**config.mk**
```make
export PLATFORM = sky130hd
export DESIGN_NAME = fgc_ctrl
export DESIGN_NICKNAME = d
export VERILOG_FILES = /design/src/rtl/core/fgc_pkg.sv /design/src/rtl/core/fgc_ctrl.sv
export SDC_FILE = /design/constraint.sdc
export NUM_CORES = 1
export LEC_CHECK = 0
export ABC_CLOCK_PERIOD_IN_PS = 3900
export BUFFER_PORTS_ARGS = -buffer_cell sky130_fd_sc_hd__buf_2
export CAP_MARGIN = 10
export CORE_AREA = 2 2 39 41
export CTS_CLUSTER_DIAMETER = 60
export DETAILED_ROUTE_END_ITERATION = 10
export DIE_AREA = 0 0 41 43
export MAX_ROUTING_LAYER = met4
export PLACE_DENSITY = 0.56
export SYNTH_ARGS = -nofsm -noshare
export SYNTH_HDL_FRONTEND = slang
export SYNTH_SLANG_ARGS = --single-unit
```
**constraint.sdc**
```tcl
create_clock -name clk -period 3.9 [get_ports clk]
set_clock_uncertainty 0.2 [all_clocks]
set_input_delay 0.585 -clock clk [delete_from_list [all_inputs] [get_ports clk]]
set_output_delay 0.585 -clock clk [all_outputs]
set_load 0.03 [all_outputs]
```
**src/rtl/core/fgc_pkg.sv**
```systemverilog
package fgc_pkg;

  // Event codes
  localparam logic [1:0] FUNC_BEGIN  = 2'd0;
  localparam logic [1:0] FUNC_UPDATE = 2'd1;
  localparam logic [1:0] FUNC_END    = 2'd2;

  // Direction codes
  localparam logic [3:0] DIR_NONE = 4'd0;
  localparam logic [3:0] DIR_S    = 4'd2;
  localparam logic [3:0] DIR_SE   = 4'd3;
  localparam logic [3:0] DIR_E    = 4'd4;
  localparam logic [3:0] DIR_NE   = 4'd5;
  localparam logic [3:0] DIR_N    = 4'd6;
  localparam logic [3:0] DIR_NW   = 4'd7;
  localparam logic [3:0] DIR_W    = 4'd8;
  localparam logic [3:0] DIR_SW   = 4'd9;

  // Configuration register indexes
  localparam logic [2:0] CFG_MM_PER_PX_X = 3'd0;
  localparam logic [2:0] CFG_MM_PER_PX_Y = 3'd1;
  localparam logic [2:0] CFG_DIST_MIN_MM = 3'd2;
  localparam logic [2:0] CFG_DIST_MAX_MM = 3'd3;
  localparam logic [2:0] CFG_RATIO_MIN   = 3'd4;
  localparam logic [2:0] CFG_RATIO_MAX   = 3'd5;
  localparam logic [2:0] CFG_TIMEOUT_MS  = 3'd6;
  localparam logic [2:0] CFG_EIGHT_WAY   = 3'd7;

  // Configuration reset values
  localparam logic [15:0] RST_MM_PER_PX_X = 16'd24366;
  localparam logic [15:0] RST_MM_PER_PX_Y = 16'd8024;
  localparam logic [15:0] RST_DIST_MIN_MM = 16'd1280;
  localparam logic [15:0] RST_DIST_MAX_MM = 16'd25600;
  localparam logic [7:0]  RST_RATIO_MIN   = 8'd10;
  localparam logic [7:0]  RST_RATIO_MAX   = 8'd35;
  localparam logic [15:0] RST_TIMEOUT_MS  = 16'd500;
  localparam logic        RST_EIGHT_WAY   = 1'b0;

  typedef struct packed {
    logic [1:0]         func;
    logic signed [23:0] delta_x;
    logic signed [23:0] delta_y;
    logic signed [23:0] speed_x;
    logic signed [23:0] speed_y;
    logic [31:0]        time_ms;
  } evt_t;

  typedef struct packed {
    logic        is_flick;
    logic [3:0]  direction;
    logic [15:0] dist_x_mm;
    logic [15:0] dist_y_mm;
    logic [31:0] duration_ms;
  } res_t;

  typedef struct packed {
    logic [15:0] mm_per_px_x;
    logic [15:0] mm_per_px_y;
    logic [15:0] dist_min_mm;
    logic [15:0] dist_max_mm;
    logic [7:0]  ratio_min;
    logic [7:0]  ratio_max;
    logic [15:0] timeout_ms;
    logic        eight_way;
  } cfg_t;

  // One operation of the shared multiplier per cycle, in this order
  typedef enum logic [3:0] {
    OP_AX,
    OP_AY,
    OP_VX,
    OP_VY,
    OP_AX2,
    OP_AY2,
    OP_VX2,
    OP_VY2,
    OP_SUMS,
    OP_RMAX_SQ,
    OP_RMAX_V,
    OP_RMIN_SQ,
    OP_RMIN_V,
    OP_DMAX_SQ,
    OP_DMIN_SQ,
    OP_FINISH
  } op_e;

  typedef struct packed {
    logic load;
    logic apply;
    logic calc;
    op_e  op;
    logic emit;
  } dp_cmd_t;

  typedef struct packed {
    logic is_end;
    logic out_free;
  } dp_stat_t;

endpackage

```
**src/rtl/core/fgc_ctrl.sv**
```systemverilog
module fgc_ctrl (
  input  logic             clk,
  input  logic             rst,
  input  logic             evt_valid,
  output logic             evt_stall,
  input  fgc_pkg::dp_stat_t stat,
  output fgc_pkg::dp_cmd_t  cmd
);
  import fgc_pkg::*;

  typedef enum logic [3:0] {
    ST_IDLE  = 4'b0001,
    ST_APPLY = 4'b0010,
    ST_CALC  = 4'b0100,
    ST_EMIT  = 4'b1000
  } state_e;

  state_e state, state_next;
  op_e    op_q, op_next;

  // Sequence one request: latch, apply or calculate, then hand to the output register
  always_comb begin
    state_next = state;
    op_next    = op_q;
    cmd        = '0;
    cmd.op     = op_q;
    evt_stall  = 1'b1;
    unique case (state)
      ST_IDLE: begin
        evt_stall = 1'b0;
        if (evt_valid) begin
          cmd.load   = 1'b1;
          state_next = ST_APPLY;
        end
      end
      ST_APPLY: begin
        op_next = OP_AX;
        if (stat.is_end) begin
          state_next = ST_CALC;
        end else begin
          cmd.apply  = 1'b1;
          state_next = ST_EMIT;
        end
      end
      ST_CALC: begin
        cmd.calc = 1'b1;
        if (op_q == OP_FINISH) begin
          state_next = ST_EMIT;
        end else begin
          op_next = op_e'(op_q + 4'd1);
        end
      end
      ST_EMIT: begin
        if (stat.out_free) begin
          cmd.emit   = 1'b1;
          state_next = ST_IDLE;
        end
      end
      default: state_next = ST_IDLE;
    endcase
  end

  // Advance state and operation step
  always_ff @(posedge clk) begin
    if (rst) begin
      state <= ST_IDLE;
      op_q  <= OP_AX;
    end else begin
      state <= state_next;
      op_q  <= op_next;
    end
  end

`ifndef SYNTH
  a_accept_to_apply: assert property (@(posedge clk) disable iff (rst)
    (evt_valid && !evt_stall) |=> (state == ST_APPLY))
    else $error("accepted request did not move to apply");

  a_finish_to_emit: assert property (@(posedge clk) disable iff (rst)
    (state == ST_CALC && op_q == OP_FINISH) |=> (state == ST_EMIT))
    else $error("last calculation step did not move to emit");

  a_apply_short: assert property (@(posedge clk) disable iff (rst)
    (state == ST_APPLY && !stat.is_end) |=> (state == ST_EMIT))
    else $error("begin or update did not go straight to emit");

  a_emit_holds: assert property (@(posedge clk) disable iff (rst)
    (state == ST_EMIT && !stat.out_free) |=> (state == ST_EMIT))
    else $error("emit left while output register was occupied");
`endif

endmodule

```
=== Word-level counts from Yosys, hierarchy flattened ===
Cells that the tools add are included.
Widths: inputs -> output; s select.

* Word-level logic and storage cells: 30
* Bits in registers: 8

* Add/subtract/negate cells: 1
* Multiplexer cells: 15
* Reduce and logical (&&, ||, !) cells: 3
* Equality and inequality tests: 9

{| class="wikitable"
|+ Operators with widths
! kind !! number
|-
| $mux 4 || 5
|-
| $pmux 4 s4 || 1
|-
| $eq 4x4->1 const B || 2
|-
| $mux 1 || 8
|-
| $ne 2x2->1 const B || 4
|-
| $pmux 4 s2 || 1
|-
| $add 4x1->4 const B || 1
|-
| $eq 4x1->1 const B || 1
|-
| $eq 4x2->1 const B || 1
|-
| $eq 4x3->1 const B || 1
|-
| $reduce_and 3->1 || 1
|-
| $reduce_and 2->1 || 1
|-
| $reduce_bool 2->1 || 1
|}

=== Longest topological paths before layout ===
* Depth after elaboration: 3
* Mapped depth: 5

=== Least setup slack after synthesis ===
No wires, ideal clock.

* Kind: reg2out
* Start: reg state[1]
* End: out cmd[7] (netlist bit)
* Cell stages (with the launch flop): 4
* Data arrival time: 1.673 ns
* Slack: 1.442 ns
* Required time: 3.115 ns
* Path buffers: 1
* Cells stage by stage: dfxtp_1 -> buf_6 -> or4b_2 -> nor2_1

{| class="wikitable"
|+ RTL lines
! what !! RTL line !! text
|-
| start, declared || fgc_ctrl.sv:18 || <nowiki>state_e state, state_next;</nowiki>
|-
| start signal, assigned || fgc_ctrl.sv:69 || <nowiki>state <= state_next;</nowiki>
|-
| end, declared || fgc_ctrl.sv:7 || <nowiki>output fgc_pkg::dp_cmd_t cmd</nowiki>
|}

==> reports/qor.yml <==
status: "complete, no violations"
syn-cell-area_um2: 459
grt_pass1_wl_um: 1630
powerDensity_nw_per_um2: 333
synthCells: 54
die_width_um: 41
globalplace.congestion: 0.673
htreeDepth: 1
wirelength_um: 981
finalHoldViolations: 0
clkTransAtPathRegs_ns: 0.05
r2r_cells: 3
period_minus_slack_ns: 2.50
yosysTopAreaCellShare_pct: 34.9
grt_max_degree: 11
r2r_start: "state[2]$_SDFFE_PP0P_"
min_path_cells: 2
n_antenna_cell: 0
criticalPathCategory: "flop to output port"
finalSetupTns_ns: 0
die_y_um: 43
synth_edf_count: 0
required_ns: 3.12
nets: 75
min_path_type: "flop to flop"
worst_slew_margin_rel_pct: 64.2
drtPass1Iterations: 3
pwr-share-seq_pct: 49.7
cts_tree: "built"
postCtsResizedCells: 0
utilization_pct: 39.1
yosysMostFrequentCell: "dfxtp_1"
p_int_mw: 0.131
grt_pass1_vias: 370
cpPeakStageDelay_ns: 0.67
rsz0062_at_grt: "no"
design.core.area_um2: 1380
tightest_slew_ns: 0.530
synth_common_cells: "8 x dfxtp_1, 5 x nor2_1, 4 x inv_1"
start_kind: "flop"
synthArstFlopShare_pct: 0
met2_length_um: 437
clock_path_buffers: 2
ys_seq_area_share_pct: 34.9
yosys_warnings: 0
rows: 14
synth_area_leaders: "dfxtp_1 35%, buf_6 4.9%, o211ai_1 4.9%"
p_sw_share_pct: 27.3
power.leakage_nw: 0.237
io_pins: 14
antenna_found_initial: 0
viasPerCell: 5.43
drv_cap: 0
min_from: "op_q[1]$_SDFFE_PP0P_"
cts.sinks: 8
drtAntennaViolNets: 0
syn-num-nets: 60
p_switching_mw: 0.0492
finalSetupViolCount: 0
cts_hold_buf: 0
grt.overflow.total: 0
drt-initial-drc-count: 7
yosysTopAreaCell: "dfxtp_1"
hpwl_um: 715
r2r_setup_slack_ns: 1.96
wl_met1_um: 483
post-cts-setup-buffers: 0
slew_viol_final: 0
die_area_um2: 1760
drc: 0
crit_fanout: 10
r2r_end: "op_q[3]$_SDFFE_PP0P_"
fin_hold_ws_ns: 0.334
cts-root-buf: "clkbuf_4"
hold_end: "op_q[1]$_SDFFE_PP0P_"
comb_power_share_pct: 15.8
drive_above_1_share_pct: 28.4
area_delta_synth_final_pct: 17.7
cp_cell_sequence: "or4b_2 > nor2_1 > buf_2"
startpoint: "state[1]$_SDFFE_PP0P_"
clockPowerShare_pct: 34.5
ys_ff_latch: 8
num_vias: 451
io_buffers: 13
syn_avg_cell_area_um2: 8.50
synth-main-ff-cell: "dfxtp_1"
cts_made_buffers: 3
yosysUniqueCellTypes: 27
fmax_ghz: 0.400
insertion_delay_ns: 0.25
start_util_pct: 33.2
grtUsageTotal_pct: 13.6
dr_wl_met3_um: 55
crit_slowest_cell: "or4b_2"
crit_path_end_kind: "output port"
highest_layer: "met4"
arrival_ns: 1.71
ir_drop_v: 0.000165
wl_per_cell_um: 11.8
fin_crit_sh_pct: 64.0
==> cell families after synthesis <==
kind of cell	after synthesis	synth area share, %
and+or+nand+nor	25	33.5
AOI/OAI and AO/OA	12	18.0
DFF	8	34.9
buffers and inverters	7	8.99
xor gates and xnor gates	1	1.91
adders and majority gates	1	2.72
==> per-layer routing <==
| metal | up-vias | track usage, % |
|---|---|---|
| met1 | 208 | 19.4 |
| met3 | 2 | 1.57 |
| met5 | - | - |
| met2 | 11 | 17.8 |
| met4 | 0 | 8.00 |
| li1 | 230 | - |
==> registers in the layout, indices dropped and copies added (netlist names) <==
register  flops
state         4
op_q          4
==> worst max path at each step <==
stage,endpoint,slack (ns),depth (start not counted)
3_5_place_dp,cmd[6],1.69,3
3_3_place_gp,cmd[6],1.68,3
4_1_cts,cmd[6],1.41,3
5_1_grt,cmd[6],1.30,3
6_report,cmd[6],1.40,3
2_1_floorplan,cmd[7],1.44,3
==> power groups by stage <==
stage	clock network (mW)	registers, mW	logic, mW
after floorplan	0	0.0888	0.0247
after global placement	0	0.0915	0.0287
after detailed placement	0	0.0912	0.0289
after CTS	0.0640	0.0894	0.0290
after global routing	0.0683	0.0905	0.0318
final	0.0622	0.0895	0.0285
==> critical path: cells and delay by family (launching register included) <==
| family | cells | cell delay, ns |
|---|---|---|
| and+or+nand+nor | 2 | 0.77 |
| buffers and inverters | 1 | 0.20 |
| DFF | 1 | 0.49 |
==> layout by cell type (no fill, tap or decap), types with 2 or more instances in the layout <==
cell	Yosys	layout
buf_2	0	13
nand2_1	2	2
clkbuf_4	0	3
nor4_1	2	2
a21oi_1	3	3
or4b_2	2	2
nor3_1	3	3
nand3_1	3	3
or3_1	2	2
dfxtp_1	8	8
o211ai_1	3	3
inv_1	4	4
nor2_1	5	5
==> area by class of cell <==
type / instances / area (um^2)
clock buffer: 3 / 22.5
fill: 146 / 843
inverter: 4 / 15.0
multi-input combinational: 39 / 258
sequential: 8 / 160
tap: 16 / 20.0
timing repair buffer: 13 / 65.1
==> stage by stage <==
step	cell area (um^2)	worst slack, ns	power [mW]	cells
finish	541	1.40	0.180	83
global route	541	1.30	0.191	83
CTS	541	1.41	0.182	83
detailed placement	518	1.69	0.120	80
floorplan	459	1.44	0.113	54
global placement	518	1.68	0.120	80
Note: power is estimated with default switching activity, not from simulation.
